$ cat src/curve_flat_region_detector_unit_assert.svh
// ----------------------------------------------------------------------------
// curve flat region detector assertion macros
// concurrent checks on clk_i, disabled while rst_ni is low
// ----------------------------------------------------------------------------
`ifndef CURVE_FLAT_REGION_DETECTOR_UNIT_ASSERT_SVH
`define CURVE_FLAT_REGION_DETECTOR_UNIT_ASSERT_SVH
`ifndef SYNTHESIS
`define CFRD_ASSERT(name, prop, msg) \
  name: assert property (@(posedge clk_i) disable iff (!rst_ni) prop) \
    else $error(msg);
`define CFRD_ASSERT_NEXT(name, ante, cons, msg) \
  name: assert property (@(posedge clk_i) disable iff (!rst_ni) (ante) |=> (cons)) \
    else $error(msg);
`else
`define CFRD_ASSERT(name, prop, msg)
`define CFRD_ASSERT_NEXT(name, ante, cons, msg)
`endif
`endif

$ cat src/cfrd_pkg.sv
// ----------------------------------------------------------------------------
// cfrd_pkg
// types, constants and helpers shared by the flat region detector
// ----------------------------------------------------------------------------
`default_nettype none

package cfrd_pkg;

  localparam int unsigned CoordBits  = 24;
  localparam int unsigned ThreshBits = 10;
  localparam int unsigned ProdBits   = CoordBits + ThreshBits;
  localparam int unsigned Percent    = 100;

  // 8.0 and 10.0 in 16.8 fixed point
  localparam logic [CoordBits-1:0] EndMargin = CoordBits'(8 * 256);
  localparam logic [CoordBits-1:0] SpanMin   = CoordBits'(10 * 256);

  localparam logic [ThreshBits-1:0] ThreshReset = ThreshBits'(25);

  typedef logic signed [CoordBits-1:0] coord_t;

  typedef enum logic {
    OpBegin = 1'b0,
    OpPoint = 1'b1
  } op_e;

  typedef enum logic [2:0] {
    KindHoriz    = 3'd0,
    KindVert     = 3'd1,
    KindYInfl    = 3'd2,
    KindXInfl    = 3'd3,
    KindConflict = 3'd4
  } kind_e;

  typedef enum logic [1:0] {
    DirStart = 2'd0,
    DirUp    = 2'd1,
    DirDown  = 2'd2
  } dir_e;

  typedef enum logic [1:0] {
    AxNone     = 2'd0,
    AxResult   = 2'd1,
    AxReversed = 2'd2
  } ax_code_e;

  typedef enum logic [1:0] {
    RegThreshold  = 2'd0,
    RegInflection = 2'd1,
    RegEdit       = 2'd2
  } reg_idx_e;

  typedef struct packed {
    op_e    operation;
    coord_t px;
    coord_t py;
    coord_t end_x;
    coord_t end_y;
  } in_item_t;

  typedef struct packed {
    kind_e  kind;
    coord_t span_from;
    coord_t span_to;
    coord_t location;
    logic   last;
  } out_item_t;

  // decoded command between front and back
  typedef struct packed {
    logic   is_begin;
    coord_t x;
    coord_t y;
    coord_t ex;
    coord_t ey;
  } cmd_t;

  // per axis tracking: run start (main, cross) and run end (main, cross)
  typedef struct packed {
    dir_e   dir;
    dir_e   first;
    logic   flat;
    logic   done;
    coord_t run_m0;
    coord_t run_k0;
    coord_t run_m1;
    coord_t run_k1;
  } axis_state_t;

  typedef struct packed {
    logic [ThreshBits-1:0] threshold;
    logic                  inflection;
    logic                  edit;
  } cfg_t;

  typedef struct packed {
    logic   fire_begin;
    logic   fire_rev;
    logic   tracking_clear;
    coord_t prev_x;
    coord_t prev_y;
  } back_status_t;

  function automatic logic signed [CoordBits:0] sdiff(coord_t a, coord_t b);
    logic signed [CoordBits:0] r;
    r = {a[CoordBits-1], a} - {b[CoordBits-1], b};
    return r;
  endfunction

  function automatic logic [CoordBits-1:0] abs_diff(coord_t a, coord_t b);
    logic signed [CoordBits:0] r;
    r = sdiff(a, b);
    if (r[CoordBits]) begin
      r = -r;
    end
    return r[CoordBits-1:0];
  endfunction

  // (a + b) / 2 truncated toward zero
  function automatic coord_t half_sum(coord_t a, coord_t b);
    logic signed [CoordBits:0] s;
    s = {a[CoordBits-1], a} + {b[CoordBits-1], b};
    s = s + {{CoordBits{1'b0}}, s[CoordBits]};
    return s[CoordBits:1];
  endfunction

endpackage

`default_nettype wire

$ cat src/cfrd_front.sv
// ----------------------------------------------------------------------------
// cfrd_front
// accepts input items, decodes them into commands and queues them
// ----------------------------------------------------------------------------
`default_nettype none

module cfrd_front #(
  parameter int unsigned DEPTH = 4
) (
  input  logic               clk_i,
  input  logic               rst_ni,
  input  logic               in_valid_i,
  input  cfrd_pkg::in_item_t in_item_i,
  output logic               in_stall_o,
  output logic               cmd_valid_o,
  output cfrd_pkg::cmd_t     cmd_o,
  input  logic               cmd_take_i
);
  import cfrd_pkg::*;

  localparam int unsigned PtrW = $clog2(DEPTH);
  localparam int unsigned CntW = $clog2(DEPTH + 1);

  cmd_t            q_mem [DEPTH];
  logic [PtrW-1:0] wr_q, wr_d, rd_q, rd_d;
  logic [CntW-1:0] cnt_q, cnt_d;
  logic            full, push, pop;
  cmd_t            cmd_in;

  assign full        = (cnt_q == CntW'(DEPTH));
  assign in_stall_o  = full;
  assign push        = in_valid_i && !full;
  assign cmd_valid_o = (cnt_q != '0);
  assign pop         = cmd_take_i && cmd_valid_o;
  assign cmd_o       = q_mem[rd_q];

  always_comb begin
    cmd_in.is_begin = (in_item_i.operation == OpBegin);
    cmd_in.x        = in_item_i.px;
    cmd_in.y        = in_item_i.py;
    cmd_in.ex       = in_item_i.end_x;
    cmd_in.ey       = in_item_i.end_y;
  end

  always_comb begin
    wr_d  = wr_q;
    rd_d  = rd_q;
    cnt_d = cnt_q;
    if (push) begin
      wr_d = (wr_q == PtrW'(DEPTH - 1)) ? '0 : wr_q + 1'b1;
    end
    if (pop) begin
      rd_d = (rd_q == PtrW'(DEPTH - 1)) ? '0 : rd_q + 1'b1;
    end
    if (push && !pop) begin
      cnt_d = cnt_q + 1'b1;
    end else if (pop && !push) begin
      cnt_d = cnt_q - 1'b1;
    end
  end

  always_ff @(posedge clk_i or negedge rst_ni) begin
    if (!rst_ni) begin
      wr_q  <= '0;
      rd_q  <= '0;
      cnt_q <= '0;
    end else begin
      wr_q  <= wr_d;
      rd_q  <= rd_d;
      cnt_q <= cnt_d;
    end
  end

  always_ff @(posedge clk_i) begin
    if (push) begin
      q_mem[wr_q] <= cmd_in;
    end
  end

endmodule

`default_nettype wire

$ cat src/cfrd_axis.sv
// ----------------------------------------------------------------------------
// cfrd_axis
// one axis step: direction tracking, flatness test and run end checks
// ----------------------------------------------------------------------------
`default_nettype none

module cfrd_axis (
  input  cfrd_pkg::axis_state_t              cur_i,
  input  cfrd_pkg::coord_t                   m_i,
  input  cfrd_pkg::coord_t                   k_i,
  input  cfrd_pkg::coord_t                   pm_i,
  input  cfrd_pkg::coord_t                   pk_i,
  input  cfrd_pkg::coord_t                   e0_i,
  input  cfrd_pkg::coord_t                   e1_i,
  input  logic [cfrd_pkg::ThreshBits-1:0]    thresh_i,
  output cfrd_pkg::axis_state_t              nxt_o,
  output cfrd_pkg::ax_code_e                 code_o,
  output cfrd_pkg::coord_t                   from_o,
  output cfrd_pkg::coord_t                   to_o,
  output cfrd_pkg::coord_t                   loc_o
);
  import cfrd_pkg::*;

  dir_e                nd;
  logic [ProdBits-1:0] n, d;
  axis_state_t         nxt;
  ax_code_e            code;
  logic                near_end, backward, wide;

  always_comb begin
    if (m_i > pm_i) begin
      nd = DirUp;
    end else if (m_i < pm_i) begin
      nd = DirDown;
    end else begin
      nd = DirStart;
    end
  end

  // steepness along vs across, scaled by percent and threshold
  assign n = ProdBits'(abs_diff(m_i, pm_i)) * ProdBits'(Percent);
  assign d = ProdBits'(abs_diff(k_i, pk_i)) * ProdBits'(thresh_i);

  always_comb begin
    nxt      = cur_i;
    code     = AxNone;
    near_end = 1'b0;
    backward = 1'b0;
    wide     = 1'b0;
    if (nd != DirStart && cur_i.dir != nd) begin
      if (cur_i.dir == DirStart) begin
        nxt.dir   = nd;
        nxt.first = nd;
      end else begin
        if (cur_i.first == nd) begin
          nxt.run_m1 = pm_i;
          nxt.run_k1 = pk_i;
        end else if (!cur_i.flat) begin
          nxt.run_m0 = pm_i;
          nxt.run_k0 = pk_i;
          nxt.flat   = 1'b1;
        end
        nxt.dir = nd;
      end
    end
    if (!nxt.flat) begin
      if (n < d) begin
        nxt.flat   = 1'b1;
        nxt.run_m0 = pm_i;
        nxt.run_k0 = pk_i;
      end
    end else if (nxt.dir == nxt.first) begin
      if (n > d) begin
        nxt.run_m1 = pm_i;
        nxt.run_k1 = pk_i;
        nxt.done   = 1'b1;
      end
      near_end = (abs_diff(nxt.run_m0, e0_i) <= EndMargin) ||
                 (abs_diff(e1_i, nxt.run_m1) <= EndMargin);
      backward = (nxt.first == DirUp &&
                  sdiff(nxt.run_m0, nxt.run_m1) > $signed({1'b0, EndMargin})) ||
                 (nxt.first == DirDown &&
                  sdiff(nxt.run_m1, nxt.run_m0) > $signed({1'b0, EndMargin}));
      wide     = abs_diff(nxt.run_k0, nxt.run_k1) > SpanMin;
      if (nxt.done && !near_end) begin
        if (backward) begin
          code = AxReversed;
        end else if (wide) begin
          code = AxResult;
        end
      end
    end
  end

  assign nxt_o  = nxt;
  assign code_o = code;
  assign from_o = nxt.run_k0;
  assign to_o   = nxt.run_k1;
  assign loc_o  = half_sum(nxt.run_m0, nxt.run_m1);

endmodule

`default_nettype wire

$ cat src/cfrd_back.sv
// ----------------------------------------------------------------------------
// cfrd_back
// executes queued commands on the curve state and forms result items
// ----------------------------------------------------------------------------
`default_nettype none

module cfrd_back (
  input  logic                   clk_i,
  input  logic                   rst_ni,
  input  logic                   cmd_valid_i,
  input  cfrd_pkg::cmd_t         cmd_i,
  output logic                   cmd_take_o,
  input  cfrd_pkg::cfg_t         cfg_i,
  input  logic                   room_i,
  output logic [1:0]             push_n_o,
  output cfrd_pkg::out_item_t    push_a_o,
  output cfrd_pkg::out_item_t    push_b_o,
  output cfrd_pkg::back_status_t status_o
);
  import cfrd_pkg::*;

  axis_state_t y_q, y_d, x_q, x_d, y_nxt, x_nxt;
  coord_t      prev_x_q, prev_x_d, prev_y_q, prev_y_d;
  coord_t      sx_q, sx_d, sy_q, sy_d, ex_q, ex_d, ey_q, ey_d;
  ax_code_e    y_code, x_code;
  coord_t      y_from, y_to, y_loc, x_from, x_to, x_loc;
  logic        fire, rev, conflict_en;
  logic [1:0]  n_res;
  out_item_t   res_a, res_b, y_item, x_item, c_item;

  assign fire        = cmd_valid_i && room_i;
  assign cmd_take_o  = fire;
  assign conflict_en = cfg_i.edit && !cfg_i.inflection;

  cfrd_axis u_axis_y (
    .cur_i    (y_q),
    .m_i      (cmd_i.y),
    .k_i      (cmd_i.x),
    .pm_i     (prev_y_q),
    .pk_i     (prev_x_q),
    .e0_i     (sy_q),
    .e1_i     (ey_q),
    .thresh_i (cfg_i.threshold),
    .nxt_o    (y_nxt),
    .code_o   (y_code),
    .from_o   (y_from),
    .to_o     (y_to),
    .loc_o    (y_loc)
  );

  cfrd_axis u_axis_x (
    .cur_i    (x_q),
    .m_i      (cmd_i.x),
    .k_i      (cmd_i.y),
    .pm_i     (prev_x_q),
    .pk_i     (prev_y_q),
    .e0_i     (sx_q),
    .e1_i     (ex_q),
    .thresh_i (cfg_i.threshold),
    .nxt_o    (x_nxt),
    .code_o   (x_code),
    .from_o   (x_from),
    .to_o     (x_to),
    .loc_o    (x_loc)
  );

  always_comb begin
    y_item.kind      = cfg_i.inflection ? KindYInfl : KindHoriz;
    y_item.span_from = y_from;
    y_item.span_to   = y_to;
    y_item.location  = y_loc;
    y_item.last      = 1'b0;
    x_item.kind      = cfg_i.inflection ? KindXInfl : KindVert;
    x_item.span_from = x_from;
    x_item.span_to   = x_to;
    x_item.location  = x_loc;
    x_item.last      = 1'b0;
    c_item           = '0;
    c_item.kind      = KindConflict;
  end

  always_comb begin
    y_d      = y_q;
    x_d      = x_q;
    prev_x_d = prev_x_q;
    prev_y_d = prev_y_q;
    sx_d     = sx_q;
    sy_d     = sy_q;
    ex_d     = ex_q;
    ey_d     = ey_q;
    rev      = 1'b0;
    n_res    = 2'd0;
    res_a    = '0;
    res_b    = '0;
    if (fire) begin
      if (cmd_i.is_begin) begin
        y_d      = '0;
        x_d      = '0;
        sx_d     = cmd_i.x;
        sy_d     = cmd_i.y;
        ex_d     = cmd_i.ex;
        ey_d     = cmd_i.ey;
        prev_x_d = cmd_i.x;
        prev_y_d = cmd_i.y;
      end else begin
        if (!y_q.done) begin
          y_d = y_nxt;
          if (y_code == AxReversed) begin
            rev = 1'b1;
            if (conflict_en) begin
              res_a = c_item;
              n_res = 2'd1;
            end
          end else if (y_code == AxResult) begin
            res_a = y_item;
            n_res = 2'd1;
          end
        end
        // a reversed y run skips the x axis
        if (!rev && !x_q.done) begin
          x_d = x_nxt;
          if (x_code == AxReversed) begin
            rev = 1'b1;
            if (conflict_en) begin
              if (n_res == 2'd0) begin
                res_a = c_item;
              end else begin
                res_b = c_item;
              end
              n_res = n_res + 2'd1;
            end
          end else if (x_code == AxResult) begin
            if (n_res == 2'd0) begin
              res_a = x_item;
            end else begin
              res_b = x_item;
            end
            n_res = n_res + 2'd1;
          end
        end
        if (!rev) begin
          prev_x_d = cmd_i.x;
          prev_y_d = cmd_i.y;
        end
      end
    end
    if (n_res == 2'd1) begin
      res_a.last = 1'b1;
    end
    if (n_res == 2'd2) begin
      res_b.last = 1'b1;
    end
  end

  always_ff @(posedge clk_i or negedge rst_ni) begin
    if (!rst_ni) begin
      y_q      <= '0;
      x_q      <= '0;
      prev_x_q <= '0;
      prev_y_q <= '0;
      sx_q     <= '0;
      sy_q     <= '0;
      ex_q     <= '0;
      ey_q     <= '0;
    end else begin
      y_q      <= y_d;
      x_q      <= x_d;
      prev_x_q <= prev_x_d;
      prev_y_q <= prev_y_d;
      sx_q     <= sx_d;
      sy_q     <= sy_d;
      ex_q     <= ex_d;
      ey_q     <= ey_d;
    end
  end

  assign push_n_o = n_res;
  assign push_a_o = res_a;
  assign push_b_o = res_b;

  always_comb begin
    status_o.fire_begin     = fire && cmd_i.is_begin;
    status_o.fire_rev       = fire && !cmd_i.is_begin && rev;
    status_o.tracking_clear = (y_q.dir == DirStart) && (y_q.first == DirStart) &&
                              !y_q.flat && !y_q.done &&
                              (x_q.dir == DirStart) && (x_q.first == DirStart) &&
                              !x_q.flat && !x_q.done;
    status_o.prev_x         = prev_x_q;
    status_o.prev_y         = prev_y_q;
  end

endmodule

`default_nettype wire

$ cat src/cfrd_res_queue.sv
// ----------------------------------------------------------------------------
// cfrd_res_queue
// result queue taking up to two items a cycle and giving one a cycle while out_stall_i is low
// ----------------------------------------------------------------------------
`default_nettype none

module cfrd_res_queue #(
  parameter int unsigned DEPTH = 4
) (
  input  logic                clk_i,
  input  logic                rst_ni,
  input  logic [1:0]          push_n_i,
  input  cfrd_pkg::out_item_t push_a_i,
  input  cfrd_pkg::out_item_t push_b_i,
  output logic                room_o,
  output logic                out_valid_o,
  output cfrd_pkg::out_item_t out_item_o,
  input  logic                out_stall_i
);
  import cfrd_pkg::*;

  localparam int unsigned PtrW = $clog2(DEPTH);
  localparam int unsigned CntW = $clog2(DEPTH + 1);

  out_item_t       q_mem [DEPTH];
  logic [PtrW-1:0] wr_q, wr_d, wr1, rd_q, rd_d;
  logic [CntW-1:0] cnt_q, cnt_d;
  logic            pop;

  // room for the worst case of two results
  assign room_o      = (cnt_q <= CntW'(DEPTH - 2));
  assign out_valid_o = (cnt_q != '0);
  assign out_item_o  = q_mem[rd_q];
  assign pop         = out_valid_o && !out_stall_i;
  assign wr1         = (wr_q == PtrW'(DEPTH - 1)) ? '0 : wr_q + 1'b1;

  always_comb begin
    wr_d  = wr_q;
    rd_d  = rd_q;
    if (push_n_i == 2'd1) begin
      wr_d = wr1;
    end else if (push_n_i == 2'd2) begin
      wr_d = (wr1 == PtrW'(DEPTH - 1)) ? '0 : wr1 + 1'b1;
    end
    if (pop) begin
      rd_d = (rd_q == PtrW'(DEPTH - 1)) ? '0 : rd_q + 1'b1;
    end
    cnt_d = cnt_q + CntW'(push_n_i) - CntW'(pop);
  end

  always_ff @(posedge clk_i or negedge rst_ni) begin
    if (!rst_ni) begin
      wr_q  <= '0;
      rd_q  <= '0;
      cnt_q <= '0;
    end else begin
      wr_q  <= wr_d;
      rd_q  <= rd_d;
      cnt_q <= cnt_d;
    end
  end

  always_ff @(posedge clk_i) begin
    if (push_n_i != 2'd0) begin
      q_mem[wr_q] <= push_a_i;
    end
    if (push_n_i == 2'd2) begin
      q_mem[wr1] <= push_b_i;
    end
  end

endmodule

`default_nettype wire

$ cat src/curve_flat_region_detector_unit.sv
// ----------------------------------------------------------------------------
// curve_flat_region_detector_unit
// finds flat runs in the flattened points of one cubic curve
// ----------------------------------------------------------------------------
// in channel: in_valid_i / in_stall_o carry begin and point items. a begin
// item latches the curve ends and clears tracking; a point item may give up
// to two result items on the out channel (out_valid_o / out_stall_i), the
// final one flagged by last.
// a front queue of QUEUE_DEPTH commands feeds the back end, which executes
// one command a cycle; results pass through a queue of QUEUE_DEPTH entries.
// an accepted item is registered in the front queue, executed by the back end
// and its results registered in the result queue before the first can be taken.
// throughput: one item per cycle while items give at most one result each.
// the back end waits whenever the result queue has fewer than two free
// entries, so two-result items move only as fast as results leave, one per cycle.
// when the receiver stalls, results collect in the result queue, then the
// back end halts and the front queue fills until in_stall_o rises.
// reset clears all curve state and queues; tangent_threshold resets to 25,
// inflection_mode to 0, edit_enable to 1. config regs at byte 0, 4, 8.
// ----------------------------------------------------------------------------
`default_nettype none

`include "curve_flat_region_detector_unit_assert.svh"

module curve_flat_region_detector_unit #(
  parameter int unsigned QUEUE_DEPTH = 4
) (
  input  logic                clk_i,
  input  logic                rst_ni,
  input  logic                in_valid_i,
  input  cfrd_pkg::in_item_t  in_item_i,
  output logic                in_stall_o,
  output logic                out_valid_o,
  output cfrd_pkg::out_item_t out_item_o,
  input  logic                out_stall_i,
  input  logic                psel,
  input  logic                penable,
  input  logic                pwrite,
  input  logic [3:0]          paddr,
  input  logic [31:0]         pwdata,
  output logic [31:0]         prdata,
  output logic                pready
);
  import cfrd_pkg::*;

  logic [ThreshBits-1:0] thresh_q;
  logic                  infl_q, edit_q;
  logic [1:0]            reg_idx;
  logic                  cfg_we;
  cfg_t                  cfg;

  logic                  cmd_valid, cmd_take, room;
  cmd_t                  cmd;
  logic [1:0]            push_n;
  out_item_t             push_a, push_b;
  back_status_t          st;

  assign pready  = 1'b1;
  assign reg_idx = paddr[3:2];
  assign cfg_we  = psel && penable && pwrite;

  always_ff @(posedge clk_i or negedge rst_ni) begin
    if (!rst_ni) begin
      thresh_q <= ThreshReset;
      infl_q   <= 1'b0;
      edit_q   <= 1'b1;
    end else if (cfg_we) begin
      unique case (reg_idx)
        RegThreshold:  thresh_q <= pwdata[ThreshBits-1:0];
        RegInflection: infl_q   <= pwdata[0];
        RegEdit:       edit_q   <= pwdata[0];
        default: ;
      endcase
    end
  end

  always_comb begin
    unique case (reg_idx)
      RegThreshold:  prdata = {{(32 - ThreshBits){1'b0}}, thresh_q};
      RegInflection: prdata = {31'b0, infl_q};
      RegEdit:       prdata = {31'b0, edit_q};
      default:       prdata = '0;
    endcase
  end

  always_comb begin
    cfg.threshold  = thresh_q;
    cfg.inflection = infl_q;
    cfg.edit       = edit_q;
  end

  cfrd_front #(
    .DEPTH (QUEUE_DEPTH)
  ) u_front (
    .clk_i       (clk_i),
    .rst_ni      (rst_ni),
    .in_valid_i  (in_valid_i),
    .in_item_i   (in_item_i),
    .in_stall_o  (in_stall_o),
    .cmd_valid_o (cmd_valid),
    .cmd_o       (cmd),
    .cmd_take_i  (cmd_take)
  );

  cfrd_back u_back (
    .clk_i       (clk_i),
    .rst_ni      (rst_ni),
    .cmd_valid_i (cmd_valid),
    .cmd_i       (cmd),
    .cmd_take_o  (cmd_take),
    .cfg_i       (cfg),
    .room_i      (room),
    .push_n_o    (push_n),
    .push_a_o    (push_a),
    .push_b_o    (push_b),
    .status_o    (st)
  );

  cfrd_res_queue #(
    .DEPTH (QUEUE_DEPTH)
  ) u_res_queue (
    .clk_i       (clk_i),
    .rst_ni      (rst_ni),
    .push_n_i    (push_n),
    .push_a_i    (push_a),
    .push_b_i    (push_b),
    .room_o      (room),
    .out_valid_o (out_valid_o),
    .out_item_o  (out_item_o),
    .out_stall_i (out_stall_i)
  );

  `CFRD_ASSERT_NEXT(a_begin_clears, st.fire_begin, st.tracking_clear,
                    "begin left tracking set")
  `CFRD_ASSERT_NEXT(a_rev_keeps_prev, st.fire_rev,
                    $stable(st.prev_x) && $stable(st.prev_y),
                    "reversed run moved previous point")
  `CFRD_ASSERT(a_conflict_zero,
               (out_valid_o && out_item_o.kind == KindConflict) |->
                 (out_item_o.span_from == '0 && out_item_o.span_to == '0 &&
                  out_item_o.location == '0 && out_item_o.last),
               "conflict item malformed")

endmodule

`default_nettype wire

$ cat config.mk
export PLATFORM = sky130hd
export DESIGN_NAME = curve_flat_region_detector_unit
export DESIGN_NICKNAME = d
export VERILOG_FILES = /design/src/cfrd_pkg.sv /design/src/cfrd_front.sv /design/src/cfrd_axis.sv /design/src/cfrd_back.sv /design/src/cfrd_res_queue.sv /design/src/curve_flat_region_detector_unit.sv
export VERILOG_INCLUDE_DIRS = /design/src /design/src/src
export SDC_FILE = /design/constraint.sdc
export NUM_CORES = 2
export LEC_CHECK = 0
export BUFFER_PORTS_ARGS = -buffer_cell sky130_fd_sc_hd__clkbuf_2
export CAP_MARGIN = 25
export CORE_AREA = 2 2 473 334
export CTS_CLUSTER_DIAMETER = 80
export CTS_CLUSTER_SIZE = 28
export DETAILED_ROUTE_END_ITERATION = 8
export DIE_AREA = 0 0 475 336
export GPL_TIMING_DRIVEN = 0
export PLACE_DENSITY_LB_ADDON = 0.12
export SLEW_MARGIN = 20
export SYNTH_ARGS = -nofsm -noshare
export SYNTH_HDL_FRONTEND = slang
export SYNTH_HIERARCHICAL = 1
export SYNTH_SLANG_ARGS = --single-unit
$ cat constraint.sdc
create_clock -name clk_i -period 27.1 [get_ports clk_i]
set_input_delay 2.71 -clock clk_i [delete_from_list [all_inputs] [get_ports clk_i]]
set_output_delay 2.71 -clock clk_i [all_outputs]
set_load 0.1 [all_outputs]
After elaboration in Yosys (flattened, before gate mapping). Memories as Yosys holds them, arrays and structs flattened. Index checks and enable logic that the tools add are counted.

Flip-flop bits (word level): 374. Memories: 2. Input port bits: 140. Memory bits (writable): 692. Output and inout port bits: 111. Word-level logic and storage cells: 318.

Memories: u_front.q_mem (words 4, bits a word 97, read ports 1, clocked after memory_dff 0, wr ports 1, line cfrd_front.sv:24) `cmd_t q_mem [DEPTH];`; u_res_queue.q_mem (words 4, bits a word 76, read ports 1, clocked after memory_dff 0, wr ports 2, line cfrd_res_queue.sv:25) `out_item_t q_mem [DEPTH];`.

Bitwise operators: 1. Add/sub/neg operators: 34. Multipliers: 4. Order comparisons: 19. Reductions and logical operators: 53. Muxes and demuxes: 148. Eq/ne operators: 26.

Operators by type and width (count): $mux 76 (20); $mux 48 (20); $mux 24 (24); $mux 102 (4); $mux 96 (4); $sub 24x24->25 (12); $neg 24->24 (8); $gt 25x13->1 const B (4); $le 24x12->1 const B (4); $gt 31x34->1 (2); $lt 31x34->1 (2); $mul 24x10->34 (2); $mux 2 (33); $mul 24x5->29 const B (2); $add 24x24->25 (2); $add 25x1->25 (2); $gt 24x12->1 const B (2); $gt 24x24->1 (2); $lt 24x24->1 (2); $mux 1 (38); $pmux 10 s3 (1); $eq 2x2->1 const B (11); $logic_and 1x1->1 (18); $reduce_bool 2->1 (8); other kinds (20) (58).

Logic depth before layout (Yosys ltp). An unclocked memory read counts as a cell.

Depth after elaboration: 38. Gate-level depth with buffers: 99. Depth with buffers taken out: 91.

Hierarchy. Netlist, hierarchy kept.

Modules (own cells, without submodules): cfrd_axis (u_back.u_axis_x) (sequential area each 0.0 um^2, cells each 3963, area an instance 27622.7 um^2, times used 1); cfrd_axis (u_back.u_axis_y) (sequential area each 0.0 um^2, cells each 3772, area an instance 27168.6 um^2, times used 1); cfrd_res_queue (sequential area each 9303.9 um^2, cells each 793, area an instance 15199.6 um^2, times used 1); cfrd_back (sequential area each 8708.4 um^2, cells each 1227, area an instance 14943.1 um^2, times used 1); cfrd_front (sequential area each 11826.3 um^2, cells each 545, area an instance 14421.3 um^2, times used 1); curve_flat_region_detector_unit (sequential area each 305.3 um^2, cells each 66, area an instance 744.5 um^2, times used 1).

Worst setup path after synthesis. Ideal clock, no wire load.

Path kind: register to register. Start point: register u_front.rd_q[0]. End point: memory u_res_queue/q_mem[2][0] (netlist name), enable pin. Data required time: 26485 ps. Period minus slack after synthesis: 24325 ps. Arrival time: 23710 ps. Stages on the path, launching flop included: 91. Slack: 2775 ps. Cells stage by stage: dfrtp_1 buf_6 buf_4 mux4_2 inv_1 ha_1 fa_1 nor2b_1 o21ai_0 a21boi_0 o21ai_0 a21boi_0 o21ai_0 a21boi_0 o21ai_0 a21oi_1 o21ai_0 a21oi_1 [55 not listed] or2_2 a2111oi_2 or2_2 or4_1 o311ai_1 a311o_1 nor4_2 nor3b_1 nand2b_1 inv_2 clkbuf_1 clkbuf_1 ha_1 mux2i_1 a211oi_1 inv_1 ha_1 o21ai_0.

RTL lines: start, declared (line cfrd_front.sv:25) `logic [PtrW-1:0] wr_q, wr_d, rd_q, rd_d;`; start signal, assigned (line cfrd_front.sv:69) `rd_q <= rd_d;`; end, declared (line cfrd_res_queue.sv:25).

==> key figures <==
Outcome
  • Outcome: completed

Yosys
  • Synthesis Warnings: 6
  • Syn_area_per_cell: roughly 9.7 sq um
  • Cell Area, Synth: about 0.1 sq mm
  • Cells after synthesis: 10,400

Clock tree
  • Clock root buffer: clkbuf_16
  • Worst skew pair latency: around 0.78 ns
  • Clock transition at the registers of the reported paths: between 0.1 and 0.15 ns
  • H-tree Lvls: 2
  • Clock Sink Count: between 1,000 and 1,500
  • Hold buffer count at cts: 0
  • CTS tree: yes
  • TritonCTS buffer count: 53
  • CTS max path bufs: 3

Global routing
  • Largest net degree at the start of global routing: 90
  • GR Overflow Total: 0
  • First-pass GRT wire length: ~520,000 um
  • Vias in the first global route: between 80,000 and 90,000
  • Initial antenna violation count: 44
  • GRT Util Overall: around 44%

Timing
  • Clock skew: 0.0755 ns
  • Fmax: between 30 and 40 MHz
  • Minimum clock period: around 26 ns
  • PnR worst setup slack: 0.963 ns
  • RSZ-0062 raised after global routing: no
  • Max-slew headroom: a little over a fifth
  • Slew @ Worst Pin: between 1 and 1.5 ns
  • Hold Violations, Final: 0
  • Fin crit share: 96.4%
  • Slew Viols, Final: 0
  • Final setup violation count: 0

Worst setup path
  • Path type of the worst setup path: flip-flop to flip-flop
  • Element type at the critical path start: flip-flop
  • Reg2reg setup slack: about 0.96 ns
  • Endpoint type of the worst setup path: flip-flop
  • CP required: approximately 28 ns
  • Slowest stage cell on the critical path: a2111oi_0
  • Cells on worst reg2reg path: 90
  • Crit-path max FO: 18
  • Worst stage delay on the critical path: between 0.8 and 0.9 ns
  • Worst flop-to-flop path startpoint: u_front/rd_q[1]
  • Reg-to-Reg End: u_res_queue/q_mem[0][39]
  • Most used cell, CP: o21ai_0
  • Worst path arrival time: ~27 ns

Layout
  • Final Non-Filler Cells: between 10,000 and 15,000
  • Final instance area: around 0.11 sq mm
  • Share of layout cells above drive strength 1: ~13%
  • P&R area growth vs syn: 7.06%
  • Nets: between 10,000 and 15,000

Min path
  • Hold Path Stages: 1
  • Hold crit path type: flip-flop to flip-flop
  • Hold Crit Endpoint: u_back/sy_q[13]
  • Worst hold start: u_back/sy_q[13]

Routing
  • DR DRC count: 0
  • Post-Route WL: ~360,000 um
  • Vias per cell: between 6 and 7
  • Routed len/inst: roughly 28 um
  • Via count: slightly below 90,000
  • Met2 wire length: 144,000 um
  • Met3 WL post-DR: between 50,000 and 60,000 um
  • Highest routed layer: met5
  • 1st-pass router iterations: 8
  • Detail Route Antenna Nets: 0
  • Initial DRC count: 12,300
  • Metal1 wirelength: approximately 140,000 um

Place
  • Placed wire-length estimate: ~280,000 um
  • Number of buffers added on ports: about 200
  • Count of placed standard cells including taps: about 13,000
  • Post-Place Setup Slack: 0.132 ns
  • Gpl congestion: roughly 1.1
  • Placement Cell Area: 0.105 sq mm

Floorplanning
  • Die Span X: about 480 um
  • CORE AREA: between 0.15 and 0.2 sq mm
  • Die ar.: around 0.16 sq mm
  • Ports: between 200 and 300
  • Die Y: ~340 um
  • Starting Density: between 60% and 70%
  • Row cnt: about 120

Run
  • Max Cap Violations: 0
-- final cells by class --
type	instances	area, sq um
repair buffers	259	2100
clock inverters	27	430
diodes	18	45.0
flip-flops and latches	1066	30100
plain buffers	537	2880
fillers	11800	47700
inverters	912	3420
clock buffers	72	1420
multi-input cells	7865	64100
well taps	2091	2620
-- through the flow --
step	hold slack (ns)	setup TNS [ns]	util, %
6_report	0.498	0	69.2
4_1_cts	0.497	0	69.0
5_1_grt	0.509	0	69.2
2_1_floorplan	0.445	0	-
3_3_place_gp	0.463	-2588.88	67.0
3_5_place_dp	0.475	0	67.8
-- per-layer routing --
layer  vias to the layer above  track usage, %
met5                         -           0.388
met2                      5831            61.0
met1                     42300            60.8
li1                      37900               -
met4                        44            17.9
met3                       897            15.8
-- flip-flops by register name, summed over array words and instances, names as in the netlist, 3 cells and up --
register / flops
thresh_q: 10
u_back/sx_q: 24
u_back/ey_q: 24
u_back/x_q: 102
u_res_queue/cnt_q: 3
u_front/cnt_q: 3
u_back/y_q: 102
u_back/prev_x_q: 24
u_res_queue/q_mem: 304
u_back/sy_q: 24
u_back/prev_y_q: 24
u_front/q_mem: 388
u_back/ex_q: 24
-- repair_timing --
item | in CTS | in global routing
resized for setup | 0 | 16
endpoints found under the setup margin | 0 | 613
setup buffers | 0 | 2
-- cells in the final DEF, fill, tap and decap left out, types with 139 or more instances in the layout --
master / instances
nand2_1: 804
clkbuf_2: 209
xor2_1: 179
fa_1: 400
inv_1: 907
clkbuf_1: 272
nand3_1: 194
a21oi_1: 578
o21ai_0: 424
ha_1: 741
a21o_1: 186
nor3_1: 166
mux2_2: 433
buf_4: 139
and3_1: 154
nor2b_1: 175
edfxtp_1: 692
and2_1: 265
xnor2_1: 268
mux4_2: 174
a22o_1: 182
dfrtp_1: 370
nor2_1: 681
mux2_1: 144
-- worst max-delay path: cells and delay by family, from the launching register on --
| kind | cells | cell delay [ns] |
|---|---|---|
| muxes | 3 | 1.11 |
| and+or+nand+nor | 21 | 5.28 |
| AOI/OAI and AO/OA | 35 | 8.79 |
| DFF | 1 | 0.36 |
| xor gates and xnor gates | 2 | 1.05 |
| adders and majority gates | 11 | 4.34 |
| buffers and inverters | 18 | 4.87 |
-- how the worst max path moves through the flow --
stage                                    end       startpoint
floorplan            u_res_queue/q_mem[2][0]  u_front/rd_q[0]
global placement    u_res_queue/q_mem[3][38]  u_front/rd_q[1]
detailed placement  u_res_queue/q_mem[0][38]  u_front/rd_q[1]
CTS                 u_res_queue/q_mem[0][38]  u_front/rd_q[1]
global route        u_res_queue/q_mem[0][38]  u_front/rd_q[1]
finish              u_res_queue/q_mem[0][39]  u_front/rd_q[1]
Power is left out: the tool's default activity adds up to more than one toggle a clock period on the data nets, which glitch-free logic cannot reach.
